## src/rtl/core/mff_pkg.sv

```systemverilog
// Package for the multichannel frame FIFO.
// Holds the sizes, the request and result structs, the op, status and command codes.
// No dependencies.
package mff_pkg;

    localparam int CAPACITY  = 1024;
    localparam int CHANNELS  = 4;
    localparam int MAX_BLOCK = 64;

    localparam int MAX_CH    = 4;
    localparam int SAMPLE_W  = 32;
    localparam int FRAME_W   = CHANNELS * SAMPLE_W;
    localparam int IDX_W     = $clog2(CAPACITY);
    localparam int FILL_W    = IDX_W;
    localparam int LEN_W     = 7;
    localparam int CMP_W     = (FILL_W > LEN_W) ? FILL_W + 1 : LEN_W + 1;
    localparam int OUT_FILL_W = 10;
    localparam int Q_DEPTH   = 2;
    localparam int QPTR_W    = $clog2(Q_DEPTH);
    localparam int QCNT_W    = $clog2(Q_DEPTH + 1);

    typedef enum logic [1:0] {
        OP_PUSH  = 2'd0,
        OP_POP   = 2'd1,
        OP_CLEAR = 2'd2,
        OP_STATS = 2'd3
    } t_op;

    typedef enum logic [2:0] {
        ST_FRAME     = 3'd0,
        ST_PUSH_OK   = 3'd1,
        ST_PUSH_DROP = 3'd2,
        ST_UNDERRUN  = 3'd3,
        ST_STATS     = 3'd4,
        ST_CLEARED   = 3'd5,
        ST_EMPTY     = 3'd6
    } t_status;

    typedef enum logic [1:0] {
        CMD_PUSH,
        CMD_POP,
        CMD_CLEAR,
        CMD_STATS
    } t_kind;

    typedef logic [SAMPLE_W-1:0] t_sample;

    typedef struct packed {
        logic [1:0]       op;
        logic             block_start;
        logic [6:0]       block_frames;
        logic [31:0]      sample_0;
        logic [31:0]      sample_1;
        logic [31:0]      sample_2;
        logic [31:0]      sample_3;
    } t_in_req;

    typedef struct packed {
        logic [2:0]       status;
        logic             last;
        logic [31:0]      out_sample_0;
        logic [31:0]      out_sample_1;
        logic [31:0]      out_sample_2;
        logic [31:0]      out_sample_3;
        logic [9:0]       fill_level;
        logic [31:0]      overrun_count;
        logic [31:0]      underrun_count;
        logic [63:0]      frames_in_total;
        logic [63:0]      frames_out_total;
    } t_out_res;

    // Decoded request as it waits between front and back.
    typedef struct packed {
        t_kind                    kind;
        logic                     start;
        logic [LEN_W-1:0]         len;
        logic [FRAME_W-1:0]       frame;
    } t_cmd;

endpackage

```

## src/rtl/core/mff_front.sv

```systemverilog
// Front end of the multichannel frame FIFO: accepts requests, decodes and
// saturates lengths, and queues decoded commands for the back end.
// Depends on mff_pkg.
module mff_front import mff_pkg::*; (
    input  logic     i_clk,
    input  logic     i_rst_n,
    input  logic     i_valid,
    output logic     o_stall,
    input  t_in_req  i_data,
    output logic     o_cmd_valid,
    output t_cmd     o_cmd,
    input  logic     i_cmd_take
);

    t_cmd                r_q [Q_DEPTH];
    logic [QPTR_W-1:0]   r_wr_ptr;
    logic [QPTR_W-1:0]   r_rd_ptr;
    logic [QCNT_W-1:0]   r_count;
    logic [QPTR_W-1:0]   n_wr_ptr;
    logic [QPTR_W-1:0]   n_rd_ptr;
    logic [QCNT_W-1:0]   n_count;
    logic                accept;
    t_cmd                dec;
    t_sample             in_smp [MAX_CH];
    logic [LEN_W-1:0]    len_sat;

    assign o_stall     = (r_count == QCNT_W'(Q_DEPTH));
    assign accept      = i_valid && !o_stall;
    assign o_cmd_valid = (r_count != '0);
    assign o_cmd       = r_q[r_rd_ptr];

    always_comb begin
        in_smp[0] = i_data.sample_0;
        in_smp[1] = i_data.sample_1;
        in_smp[2] = i_data.sample_2;
        in_smp[3] = i_data.sample_3;
        len_sat = (i_data.block_frames > LEN_W'(MAX_BLOCK)) ? LEN_W'(MAX_BLOCK)
                                                             : i_data.block_frames;
        dec.start = i_data.block_start;
        dec.len   = len_sat;
        for (int c = 0; c < CHANNELS; c++) begin
            dec.frame[c*SAMPLE_W +: SAMPLE_W] = in_smp[c];
        end
        unique case (i_data.op)
            OP_PUSH: begin
                dec.kind = CMD_PUSH;
                // zero-length or unannounced frame counts as a block of one
                if (!i_data.block_start || len_sat == '0) begin
                    dec.len = LEN_W'(1);
                end
            end
            OP_POP:   dec.kind = CMD_POP;
            OP_CLEAR: dec.kind = CMD_CLEAR;
            default:  dec.kind = CMD_STATS;
        endcase
    end

    always_comb begin
        n_wr_ptr = r_wr_ptr;
        n_rd_ptr = r_rd_ptr;
        n_count  = r_count;
        if (accept) begin
            n_wr_ptr = (r_wr_ptr == QPTR_W'(Q_DEPTH - 1)) ? '0 : r_wr_ptr + 1'b1;
        end
        if (i_cmd_take) begin
            n_rd_ptr = (r_rd_ptr == QPTR_W'(Q_DEPTH - 1)) ? '0 : r_rd_ptr + 1'b1;
        end
        if (accept && !i_cmd_take) begin
            n_count = r_count + 1'b1;
        end else if (!accept && i_cmd_take) begin
            n_count = r_count - 1'b1;
        end
    end

    always_ff @(posedge i_clk) begin
        if (!i_rst_n) begin
            r_wr_ptr <= '0;
            r_rd_ptr <= '0;
            r_count  <= '0;
        end else begin
            r_wr_ptr <= n_wr_ptr;
            r_rd_ptr <= n_rd_ptr;
            r_count  <= n_count;
        end
    end

    always_ff @(posedge i_clk) begin
        if (accept) begin
            r_q[r_wr_ptr] <= dec;
        end
    end

endmodule

```

## config.mk

```make
export PLATFORM = sky130hd
export DESIGN_NAME = mff_front
export DESIGN_NICKNAME = d
export VERILOG_FILES = /design/src/rtl/core/mff_pkg.sv /design/src/rtl/core/mff_front.sv
export SDC_FILE = /design/constraint.sdc
export NUM_CORES = 1
export LEC_CHECK = 0
export ABC_AREA = 1
export BUFFER_PORTS_ARGS = -buffer_cell sky130_fd_sc_hd__buf_4
export CORE_MARGIN = 4
export CORE_UTILIZATION = 47
export DETAILED_ROUTE_END_ITERATION = 12
export GPL_ROUTABILITY_DRIVEN = 0
export MAX_ROUTING_LAYER = met4
export PLACE_DENSITY_LB_ADDON = 0.08
export SLEW_MARGIN = 25
export SYNTH_ARGS = -nofsm -noshare
export SYNTH_HDL_FRONTEND = slang
export SYNTH_SLANG_ARGS = --single-unit
```

## constraint.sdc

```tcl
create_clock -name i_clk -period 7.7 [get_ports i_clk]
set_input_delay 1.54 -clock i_clk [delete_from_list [all_inputs] [get_ports i_clk]]
set_output_delay 1.54 -clock i_clk [all_outputs]
set_load 0.03 [all_outputs]
```

---- Word level (Yosys, flattened, before mapping) ----
Memories as Yosys holds them, arrays and structs flattened. A register that Yosys moved wholly into a read port is not among the register bits.
Index checks and enable logic that the tools add are counted.
cells by class
  add/subtract/negate cells ............... 4
  $mul .................................... 0
  divide/modulo/power cells ............... 0
  order comparisons ....................... 1
  equality and inequality tests ........... 3
  shifts and indexed selects .............. 0
  muxes and demuxes ....................... 12
  bitwise gates (word level) .............. 0
  reduce and logical (&&, ||, !) cells .... 12
operator list
  cell                 count
  $mux 7               3
  $gt 7x7->1 const B   1
  $logic_not 7->1      1
  $mux 1               6
  $pmux 2 s3           1
  $eq 2x2->1 const B   2
  $logic_not 1->1      4
  $mux 2               2
  $reduce_bool 2->1    2
  $logic_and 1x1->1    3
  $add 1x1->1 const B  2
  $add 2x1->2 const B  1
  $eq 2x1->1 const B   1
  $logic_not 2->1      1
  $sub 2x1->2 const B  1
  $logic_or 1x1->1     1
storage, ports and cells
  register bits ........................... 4
  bits in latches ......................... 0
  RAM bits ................................ 276
  bits in read-only memories .............. 0
  input bits .............................. 142
  output and inout bits ................... 140
  logic and storage cells ................. 36
  memories ................................ 1
memory list
  name  words  width  rd ports  clocked after Yosys merged registers in  write ports  line             RTL
  r_q   2      138    1         1                                        1            mff_front.sv:15  t_cmd r_q [Q_DEPTH];

---- Depth between registers and ports, before layout ----
  depth in word-level cells ............... 7
  mapped depth ............................ 9
  mapped depth without buffers ............ 9

---- Least setup slack after synthesis ----
OpenSTA, ideal clock, no wires.
  path type ............................... input -> register
  from .................................... input port i_valid
  to ...................................... memory r_q[1][0] (netlist bit), enable pin
  setup time .............................. 639 ps
  data arrival time ....................... 7,434 ps
  required time ........................... 7,061 ps
  slack ................................... -372 ps
  stages .................................. 2
  buffers on the path ..................... 0
  cells stage by stage .................... o21ai_0 nor2_1
between the ends
  word-level cells in the longest chain between the ends .. 3
RTL lines
  element                       line             RTL
  from (decl)                   mff_front.sv:7   input logic i_valid,
  $logic_and 1x1->1             mff_front.sv:28  assign accept = i_valid && !o_stall;
  $mux 1                        mff_front.sv:88  if (accept) begin
  $mux 1 (implied by the code)  mff_front.sv:89  r_q[r_wr_ptr] <= dec;
  to (decl)                     mff_front.sv:15
Every way passes these cells.

==> metrics.yaml <==
initial_core_util: 0.4850
finalNetCount: 928
drt-initial-drc-count: 239
path_class: "reg -> out"
postLayoutCoreUtil: 0.6345
outcome: "finished, final reports clean"
drt-wirelength-per-cell_um: 19.75
max_freq_mhz: 230.2
clk_pin_slew_ps: 60
p_int_mw: 2.750
power_density_nw_per_um2: 270.9
worstSetupStartpointType: "flip-flop"
final-max-slew-violation-count: 0
netlist.area_leader.share: 0.8028
hold_class: "reg -> reg"
die_area_um2: 24400
power_frac_comb: 0.164
wirelength_mm: 21.33
ctsHoldBuffers: 0
setup_ws_ps: 3356
rsz0062_at_grt: "false"
cts_resized: 0
area_growth_syn_to_layout_pct: 30.82
critPathMaxStageDelay_ps: 890
layout-drive-gt1-share: 0.5776
synth_largest_area_cell: "edfxtp_1"
portBuffers: 281
syn_area_per_cell_um2: 21.29
ant_nets: 0
p_seq_frac: 0.509
cts-buffers-inserted: 28
io_pins: 282
swShare: 0.2486
setup_violations: 0
period_needed_ps: 4344
htreeDepth: 1
cp.required_ps: 6160
pre_cts_ws_ps: 3641
postCtsSetupBuffers: 0
grt_pass1_wl_mm: 31.43
core.rowCount: 53
path_common_cell: "buf_4"
ys_warn_count: 0
clock-sinks: 281
worstPathArrival_ps: 2800
worstPathCellList: "buf_4 -> buf_16 -> mux2_2 -> buf_4"
synth.distinct_cells: 14
fin_setup_tns_ps: 0
die_w_um: 156.2
cts_tree: "built"
drv_cap: 0
antenna_found_initial: 0
hold_viol_final: 0
vias_per_cell: 5.023
grt_usage: 0.1724
post-route-period-util: 0.5641
drt-pass1-iter-count: 4
fin_skew_ps: 8.077
dp_hpwl_mm: 14.35
grt_pass1_vias: 5817
grt_start_max_net_pins: 77
synth.area.top_cells: "edfxtp_1, mux2_2, buf_6"
critPathSlowestCell: "dfxtp_4"
crit_family: "buffers and inverters"
netSwitchingPower_mw: 0.9096
syn_area_um2: 10320
cts_buffer_depth: 3
vias: 5425
syn-num-nets: 628
clkLatencyLatePin_ps: 510
worst_pin_slew_ps: 1001
syn_inst: 485
p_clk_frac: 0.327
die_h_um: 156.2
drc: 0
ys_seq_area_frac: 0.8125
core_area_um2: 21290
slew_headroom: 0.3330
ys_seq_elements: 281
root_buffer: "clkbuf_16"
ir_worst_vdd_mv: 0.1716
diodes: 0
grt_overflow: 0
path_buf_inv: 3
power.total_mw: 3.659
p_leak_nw: 5.057
worstPathMaxFanout: 63
cp-end-kind: "output port"
## flip-flops by register name (all words and copies together) (netlist names), named ones only
name and flops:
r_q 276, r_count 2, r_rd_ptr 1, r_wr_ptr 1
## power groups by stage
stage	logic, mW	clock network (mW)	registers [mW]
final	0.600	1.19	1.86
after global routing	0.634	1.30	1.87
after CTS	0.607	1.23	1.87
after detailed placement	0.604	0	1.90
after global placement	0.597	0	1.89
after floorplan	0.370	0	1.89
## synthesized netlist by cell type (all sizes together)
cell type    n
a21oi        8
nand3        1
ha           1
mux2       138
nor2        13
edfxtp     276
clkbuf       2
o21ai        4
dfxtp        5
buf         15
nand4        1
inv          6
nand2       15
## stage by stage
| stage | hold WS (ps) | instances | instance area [um2] |
|---|---|---|---|
| floorplan | 463.5 | 485 | 10330 |
| global placement | 477.5 | 1029 | 12660 |
| detailed placement | 510.5 | 1029 | 12660 |
| CTS | 524.6 | 1079 | 13480 |
| global route | 536.9 | 1080 | 13510 |
| finish | 522.8 | 1080 | 13510 |
## worst reg2reg max path, cell delays in order (launching register included)
cell	delay [ps]
dfxtp_1	300
inv_1	120
o21ai_0	270
nor2_4	170
buf_4	740
## cells in the final DEF, fill, tap and decap left out, types with 2 or more instances in the layout
cell / n
nor2_1: 11
nand2_1: 15
inv_1: 6
clkbuf_1: 6
mux2_2: 138
buf_4: 286
a21oi_1: 8
dfxtp_1: 4
clkbuf_16: 29
nor2_4: 2
clkinv_2: 8
o21ai_0: 4
edfxtp_1: 276
clkinv_1: 7
## final cells by class
type / count / area, um2
sequential: 281 / 8392
multi-input combinational: 181 / 1758
inverter: 6 / 22.52
timing repair buffer: 287 / 2175
fill: 1536 / 7781
clock inverter: 15 / 66.31
tap: 275 / 344.1
clock buffer: 35 / 748.2
## routing by layer
layer  track usage  part of all wire
met3       0.04577             0.086
met5             -                 0
met1        0.2151              0.39
met4       0.04669             0.024
met2        0.2823              0.50
## cell families (layout without fill, tap and decap cells)
kind of cell,after synthesis,in the layout,synth area share
flip-flops,281,281,0.8125
multiplexers,138,138,0.1505
AND/OR/NAND/NOR,30,30,0.01127
buffers and inverters,23,343,0.01866
AO/OA/AOI/OAI,12,12,0.005818
adder cells (fa/ha/maj),1,1,0.001212
## worst paths after layout
kind,endpoint,cells after the start,slack (ps),startpoint
min,r_rd_ptr,2,520,r_rd_ptr
max reg2reg,r_q[0][54],4,5620,r_count[1]
min reg2reg,r_rd_ptr,2,520,r_rd_ptr
max,o_cmd[58],4,3360,flip-flop
No activity file was read; power rests on OpenSTA's default activity.
